`config.mk`:
```
export PLATFORM = sky130hd
export DESIGN_NAME = ntc_adc_to_temperature_unit
export DESIGN_NICKNAME = d
export VERILOG_FILES = /design/src/rtl/ntct_pkg.sv /design/src/rtl/ntc_adc_to_temperature_unit.sv
export SDC_FILE = /design/constraint.sdc
export NUM_CORES = 1
export LEC_CHECK = 0
export BUFFER_PORTS_ARGS = -buffer_cell sky130_fd_sc_hd__buf_2
export CELL_PAD_IN_SITES_DETAIL_PLACEMENT = 1
export CELL_PAD_IN_SITES_GLOBAL_PLACEMENT = 2
export CORE_MARGIN = 1
export CORE_UTILIZATION = 39
export DETAILED_ROUTE_END_ITERATION = 10
export PLACE_DENSITY = 0.8
export SETUP_SLACK_MARGIN = 0.1
export SYNTH_ARGS = -nofsm -noshare
export SYNTH_HDL_FRONTEND = slang
export SYNTH_SLANG_ARGS = --single-unit
```
`constraint.sdc`:
```
create_clock -name clk_i -period 7.9 [get_ports clk_i]
set_input_delay 0.395 -clock clk_i [delete_from_list [all_inputs] [get_ports clk_i]]
set_output_delay 0.395 -clock clk_i [all_outputs]
set_load 0.01 [all_outputs]
```
`src/rtl/ntct_pkg.sv`:
```
// Shared types and calibration constants for the NTC code to temperature unit.
`timescale 1ns / 1ps

package ntct_pkg;

  localparam int unsigned SEG_N      = 12;
  localparam int unsigned CODE_W     = 10;
  localparam int unsigned TEMP_W     = 12;
  localparam int unsigned DIST_W     = 8;   // largest segment span is 221 codes
  localparam int unsigned SLOPE_W    = 10;
  localparam int unsigned PROD_W     = 15;  // largest distance times slope is 20020
  localparam int unsigned TERM_W     = 8;   // largest segment term is 200
  localparam int unsigned SEG_IDX_W  = 4;

  // Reciprocal of 100: (x * 5243) >> 19 is exact for x below 43699
  localparam int unsigned RECIP_100  = 5243;
  localparam int unsigned RECIP_SH   = 19;
  localparam int unsigned RECIP_W    = 13;

  // Register map
  localparam logic REG_CODE_MIN = 1'b0;
  localparam logic REG_CODE_MAX = 1'b1;

  localparam logic [CODE_W-1:0] CODE_MIN_RST = 10'd39;
  localparam logic [CODE_W-1:0] CODE_MAX_RST = 10'd858;

  // How the segment term is formed from the distance
  typedef enum logic [1:0] {
    KIND_DIV,  // floor(d * slope / 100)
    KIND_MUL,  // d * slope, integer slope
    KIND_TAB   // rounded table for the second warmest segment
  } seg_kind_e;

  typedef logic [CODE_W-1:0] code_t;

  // Segment bounds, inclusive, warmest segment last
  localparam code_t SEG_LO [SEG_N] = '{
    10'd779, 10'd679, 10'd458, 10'd357, 10'd271, 10'd204,
    10'd152, 10'd114, 10'd86,  10'd66,  10'd49,  10'd39
  };
  localparam code_t SEG_HI [SEG_N] = '{
    10'd858, 10'd778, 10'd678, 10'd457, 10'd356, 10'd270,
    10'd203, 10'd151, 10'd113, 10'd85,  10'd65,  10'd48
  };
  // Distance is measured down from this anchor
  localparam code_t SEG_ANCHOR [SEG_N] = '{
    10'd858, 10'd778, 10'd678, 10'd457, 10'd356, 10'd270,
    10'd203, 10'd151, 10'd113, 10'd85,  10'd65,  10'd49
  };
  localparam logic signed [TEMP_W-1:0] SEG_BASE [SEG_N] = '{
    -12'sd92,  12'sd8,   12'sd104, 12'sd300, 12'sd400, 12'sd495,
     12'sd590, 12'sd685, 12'sd780, 12'sd880, 12'sd980, 12'sd1080
  };
  localparam logic [SLOPE_W-1:0] SEG_SLOPE [SEG_N] = '{
    10'd125, 10'd1,   10'd91,  10'd1,   10'd116, 10'd159,
    10'd192, 10'd263, 10'd357, 10'd5,   10'd0,   10'd10
  };
  localparam seg_kind_e SEG_KIND [SEG_N] = '{
    KIND_DIV, KIND_MUL, KIND_DIV, KIND_MUL, KIND_DIV, KIND_DIV,
    KIND_DIV, KIND_DIV, KIND_DIV, KIND_MUL, KIND_TAB, KIND_MUL
  };

  // Second warmest segment: floor(d * 6.5), plus ten when its last digit is 5 or more
  function automatic logic [TERM_W-1:0] tab_term(input logic [4:0] d);
    logic [TERM_W-1:0] r;
    case (d)
      5'd0:    r = 8'd0;
      5'd1:    r = 8'd16;
      5'd2:    r = 8'd13;
      5'd3:    r = 8'd29;
      5'd4:    r = 8'd36;
      5'd5:    r = 8'd32;
      5'd6:    r = 8'd49;
      5'd7:    r = 8'd55;
      5'd8:    r = 8'd52;
      5'd9:    r = 8'd68;
      5'd10:   r = 8'd75;
      5'd11:   r = 8'd71;
      5'd12:   r = 8'd88;
      5'd13:   r = 8'd84;
      5'd14:   r = 8'd91;
      5'd15:   r = 8'd107;
      5'd16:   r = 8'd104;
      default: r = 8'd0;
    endcase
    return r;
  endfunction

  // Contents of the first pipeline register
  typedef struct packed {
    logic                      ok;
    logic                      div;
    logic signed [TEMP_W-1:0]  base;
    logic [PROD_W-1:0]         prod;
  } stage_a_t;

endpackage

```
`src/rtl/ntc_adc_to_temperature_unit.sv`:
```
// NTC converter code to temperature in tenths of a degree, piecewise-linear.
// An accepted beat passes the first pipeline register, then the output register.
// Throughput: one beat per cycle unless the output stalls; the slope multiply and
//   divide by 100 (reciprocal multiply) sit in separate stages, one multiply each.
// Reset: rst_ni low clears both pipeline valid bits and loads code_min = 39,
//   code_max = 858; no clearing pass is needed.
`timescale 1ns / 1ps

module ntc_adc_to_temperature_unit
  import ntct_pkg::*;
(
  input  logic        clk_i,
  input  logic        rst_ni,
  // Input stream
  input  logic        s_axis_tvalid_i,
  output logic        s_axis_tready_o,
  input  logic [15:0] s_axis_tdata_i,   // [9:0] adc_code, [15:10] zero
  // Result stream
  output logic        m_axis_tvalid_o,
  input  logic        m_axis_tready_i,
  output logic [15:0] m_axis_tdata_o,   // [11:0] temp_tenths, [15:12] zero
  output logic        m_axis_tuser_o,   // [0] out_of_range
  // Configuration port
  input  logic        psel,
  input  logic        penable,
  input  logic        pwrite,
  input  logic [2:0]  paddr,
  input  logic [31:0] pwdata,
  output logic [31:0] prdata,
  output logic        pready
);

  code_t code_min_q, code_max_q;

  logic     a_valid_q;
  stage_a_t a_q, a_d;
  logic     b_valid_q;
  logic signed [TEMP_W-1:0] temp_q, temp_d;
  logic     oor_q;

  logic adv_b, adv_a;
  logic cfg_wr;

  code_t                   code;
  logic                    hit;
  logic [SEG_IDX_W-1:0]    seg;
  logic [CODE_W-1:0]       dist_full;
  logic [DIST_W-1:0]       seg_dist;
  logic [17:0]             slope_prod;
  logic [PROD_W+RECIP_W-1:0] recip_prod;
  logic [TERM_W-1:0]       term;

  // Pipeline flow control
  assign adv_b = !b_valid_q || m_axis_tready_i;
  assign adv_a = !a_valid_q || adv_b;
  assign s_axis_tready_o = adv_a;

  // Configuration registers
  assign pready = 1'b1;
  assign cfg_wr = psel && penable && pwrite;

  always_ff @(posedge clk_i or negedge rst_ni) begin
    if (!rst_ni) begin
      code_min_q <= CODE_MIN_RST;
      code_max_q <= CODE_MAX_RST;
    end else if (cfg_wr) begin
      unique case (paddr[2])
        REG_CODE_MIN: code_min_q <= pwdata[CODE_W-1:0];
        REG_CODE_MAX: code_max_q <= pwdata[CODE_W-1:0];
        default: ;
      endcase
    end
  end

  always_comb begin
    unique case (paddr[2])
      REG_CODE_MIN: prdata = {22'b0, code_min_q};
      REG_CODE_MAX: prdata = {22'b0, code_max_q};
      default:      prdata = '0;
    endcase
  end

  // Segment decode and slope product
  assign code = s_axis_tdata_i[CODE_W-1:0];

  always_comb begin
    hit = 1'b0;
    seg = '0;
    for (int i = 0; i < SEG_N; i++) begin
      if (code >= SEG_LO[i] && code <= SEG_HI[i]) begin
        hit = 1'b1;
        seg = SEG_IDX_W'(i);
      end
    end
  end

  assign dist_full  = SEG_ANCHOR[seg] - code;
  assign seg_dist   = dist_full[DIST_W-1:0];
  assign slope_prod = {10'b0, seg_dist} * {8'b0, SEG_SLOPE[seg]};

  always_comb begin
    a_d.ok   = hit && (code >= code_min_q) && (code <= code_max_q);
    a_d.div  = (SEG_KIND[seg] == KIND_DIV);
    a_d.base = SEG_BASE[seg];
    case (SEG_KIND[seg])
      KIND_TAB: a_d.prod = {7'b0, tab_term(seg_dist[4:0])};
      default:  a_d.prod = slope_prod[PROD_W-1:0];
    endcase
  end

  always_ff @(posedge clk_i or negedge rst_ni) begin
    if (!rst_ni) begin
      a_valid_q <= 1'b0;
    end else if (adv_a) begin
      a_valid_q <= s_axis_tvalid_i;
    end
  end

  always_ff @(posedge clk_i) begin
    if (adv_a && s_axis_tvalid_i) begin
      a_q <= a_d;
    end
  end

  // Divide by 100 through the reciprocal for KIND_DIV segments, add the segment base
  assign recip_prod = {{RECIP_W{1'b0}}, a_q.prod} * (PROD_W+RECIP_W)'(RECIP_100);
  assign term = a_q.div ? recip_prod[RECIP_SH +: TERM_W] : a_q.prod[TERM_W-1:0];
  assign temp_d = a_q.ok ? (a_q.base + $signed({4'b0, term})) : '0;

  always_ff @(posedge clk_i or negedge rst_ni) begin
    if (!rst_ni) begin
      b_valid_q <= 1'b0;
    end else if (adv_b) begin
      b_valid_q <= a_valid_q;
    end
  end

  always_ff @(posedge clk_i) begin
    if (adv_b && a_valid_q) begin
      temp_q <= temp_d;
      oor_q  <= !a_q.ok;
    end
  end

  assign m_axis_tvalid_o = b_valid_q;
  assign m_axis_tdata_o  = {4'b0, temp_q};
  assign m_axis_tuser_o  = oor_q;

  // Checks
  a_oor_zero: assert property (@(posedge clk_i) disable iff (!rst_ni)
    (m_axis_tvalid_o && m_axis_tuser_o) |-> (m_axis_tdata_o == 16'd0))
    else $error("out-of-range beat carries a nonzero temperature");

  a_temp_range: assert property (@(posedge clk_i) disable iff (!rst_ni)
    (m_axis_tvalid_o && !m_axis_tuser_o) |->
      (temp_q >= -12'sd100 && temp_q <= 12'sd1200))
    else $error("temperature outside the calibrated span");

  a_ready_when_empty: assert property (@(posedge clk_i) disable iff (!rst_ni)
    !m_axis_tvalid_o |-> s_axis_tready_o)
    else $error("input stalled while the output register is empty");

  a_stage_moves: assert property (@(posedge clk_i) disable iff (!rst_ni)
    (a_valid_q && !b_valid_q) |=> b_valid_q)
    else $error("first stage beat did not advance into an empty output stage");

endmodule
```
==> impl_results.md <==
- Initial Util: 0.397
- Max cap viols: 0
- Layout cells sized above 1: 0.217
- Area delta synth->final: 18.1%
- Actual slew at the worst max-slew pin: 0.802 ns
- Vias per cell: 5.02
- # setup viols final: 0
- Clk_lat worst skew: 0.34 ns
- Final setup margin: 0.422 ns
- Io pins: 110
- CTS tree: yes
- Initial DRC count: 222
- GRT met2 Usage: 0.402
- Largest net degree at the start of global routing: 30
- Synth async-reset ratio: 0.344
- Outcome: finished, final reports clean
- Library cells used by synthesis: 78
- Busiest layer in global routing: met2
- Synth top area share: 0.215
- Drt total wl: 26700 um
- Clk pin slew, worst setup/hold paths: 0.07 ns
- Vias in the first global route: 8988
- Final hold violation count: 0
- First drt pass iteration count: 4
- Area contributors post-synth: fa_1, ha_1, edfxtp_1
- Core ar.: 26100 um2
- Non-Filler Instances: 1596
- Inserted Clock Buffers: 9
- CP Data Required Time: 7.96 ns
- Hold Crit Class: in2async
- Rel. slew slack: 0.462
- Setup WS pre-CTS: -0.274 ns
- Crit path largest cell delay: 0.55 ns
- Die area: 27200 um2
- Period utilisation layout: 0.947
- First-pass GRT wire length: 44500 um
- Max Freq: 134 MHz
- Footprint of the multi-input gates: 7620 um2
- Hold buffers post-CTS: 0
- Worst setup SP type: primary input
- Root Driver: clkbuf_16
- Drt drc: 0
- Crit-path slowest cell: fa_1
- Die width: 165 um
- Fin Clk Skew: 0.0106 ns
- Post-DRT Antenna Nets: 0
- Clock sinks: 64
- Top FF cell, synth: edfxtp_1
- Yosys warns: 0
- Cells after DPL: 1576
- Post-DR wirelength/cell: 16.7 um
- GR Util All Layers: 0.210
- Grt met1 use: 0.249
- CP endpoint kind: flop
- Maximum buffer depth of the clock tree: 2
- Sequential area share after synthesis: 0.176
- Layout net count: 1600
- Post-synth EDFFs: 42
- M3 GR Usage: 0.0208
- Count leader, synth: inv_1
- Hold slack final: 0.0268 ns
- Total grt overflow: 0
- Final HPWL from detailed placement: 22800 um
- # port buffers: 52
- Antenna cells: 0
- CP max FO: 7
- Tmin final: 7.48 ns
- Register Area: 1820 um2
- WS Path Type: in2reg
- H-tree levels: 3
- Synth area leader: fa_1
- Fillers: 3051
- Via count: 8005
- Post-Synthesis Cells: 1089
- DIE HEIGHT: 165 um
- Avg Cell Area, Syn: 9.49 um2
- Synth Cell Area: 10300 um2
- Seq cells post-synth: 64
- Arr. time, crit path: 7.53 ns
- Synth cell count leaders: inv_1, ha_1, fa_1
- # rows: 59
- GPL Wtd Cong: 0.829
- Fin. max-slew vios: 0
- Initial antenna violation count: 0
- RSZ-0062 raised after global routing: no
==> registers in the layout, indices dropped and copies added (netlist names) <==
| name | flops |
|---|---|
| m_axis_tuser_o | 1 |
| a_valid_q | 1 |
| temp_q | 12 |
| a_q | 29 |
| m_axis_tvalid_o | 1 |
| code_max_q | 10 |
| code_min_q | 10 |
==> worst paths after layout <==
path | start | cells past startpoint | end | slack, ns
setup / recovery | s_axis_tdata_i[2] | 31 | a_q[14] | 0.42
hold / removal | rst_ni | 1 | code_min_q[4] | 0.03
setup reg to reg | a_q[4] | 28 | temp_q[8] | 0.91
hold reg to reg | a_valid_q | 1 | m_axis_tvalid_o | 0.49
max in group asynchronous | rst_ni | 1 | code_max_q[8] | 7.50
min in group clk_i | s_axis_tvalid_i | 2 | a_valid_q | 0.25
==> cell families after synthesis <==
| logic type | Yosys count | synth area share |
|---|---|---|
| adders and majority gates | 286 | 0.427 |
| buffers and inverters | 263 | 0.108 |
| and+or+nand+nor | 239 | 0.113 |
| AOI/OAI and AO/OA | 167 | 0.106 |
| DFF | 64 | 0.176 |
| xor gates and xnor gates | 37 | 0.0341 |
| muxes | 31 | 0.0351 |
| other | 2 | 0.000726 |
==> layout make-up <==
type	count	share of cell area
sequential	64	0.149
timing repair buffer	180	0.102
clock buffer	9	0.0184
inverter	214	0.0658
tap	335	0.0343
multi-input combinational	787	0.624
clock inverter	7	0.00646
==> cells in the final DEF, fill, tap and decap left out, types with 11 or more instances in the layout <==
master | synthesis | routed
nand2b_1 | 16 | 16
xor2_1 | 13 | 11
mux2_2 | 22 | 22
edfxtp_1 | 42 | 42
fa_1 | 111 | 110
dfrtp_1 | 12 | 12
buf_4 | 28 | 126
ha_1 | 175 | 173
xnor2_1 | 22 | 20
nor3_1 | 14 | 13
nand3_1 | 12 | 12
o21ai_0 | 31 | 25
a21o_1 | 14 | 14
a21oi_1 | 50 | 47
conb_1 | 2 | 27
buf_2 | 8 | 51
nor2_1 | 96 | 96
inv_1 | 212 | 211
nand2_1 | 43 | 43
==> what timing repair did <==
item | 4_1_cts | 5_1_grt
pin swaps | 0 | 13
endpoints found under the setup margin | 3 | 6
buffers inserted | 0 | 4
resized for setup | 5 | 28
cloned | 0 | 0
==> routing by layer <==
layer / part of all wire / up-vias
li1: - / 3888
met1: 0.43 / 4004
met2: 0.53 / 85
met3: 0.018 / 28
met4: 0.015 / 0
met5: 0 / -
==> critical path, delay by kind of cell <==
kind	cells	cell delay (ns)
adder cells (fa/ha/maj)	7	2.91
XOR/XNOR	2	0.58
buffers and inverters	7	0.67
AO/OA/AOI/OAI	9	2.38
AND/OR/NAND/NOR	6	0.58
==> metrics by stage <==
step	util	TNS [ns]	area, um2
after floorplan	-	0	10400
after global placement	0.450	-0.216	11700
after detailed placement	0.450	-0.806	11700
after CTS	0.463	0	12100
after global routing	0.468	0	12200
final	0.468	0	12200
Power is left out: the tool's default activity adds up to more than one toggle a clock period on the data nets, which glitch-free logic cannot reach.
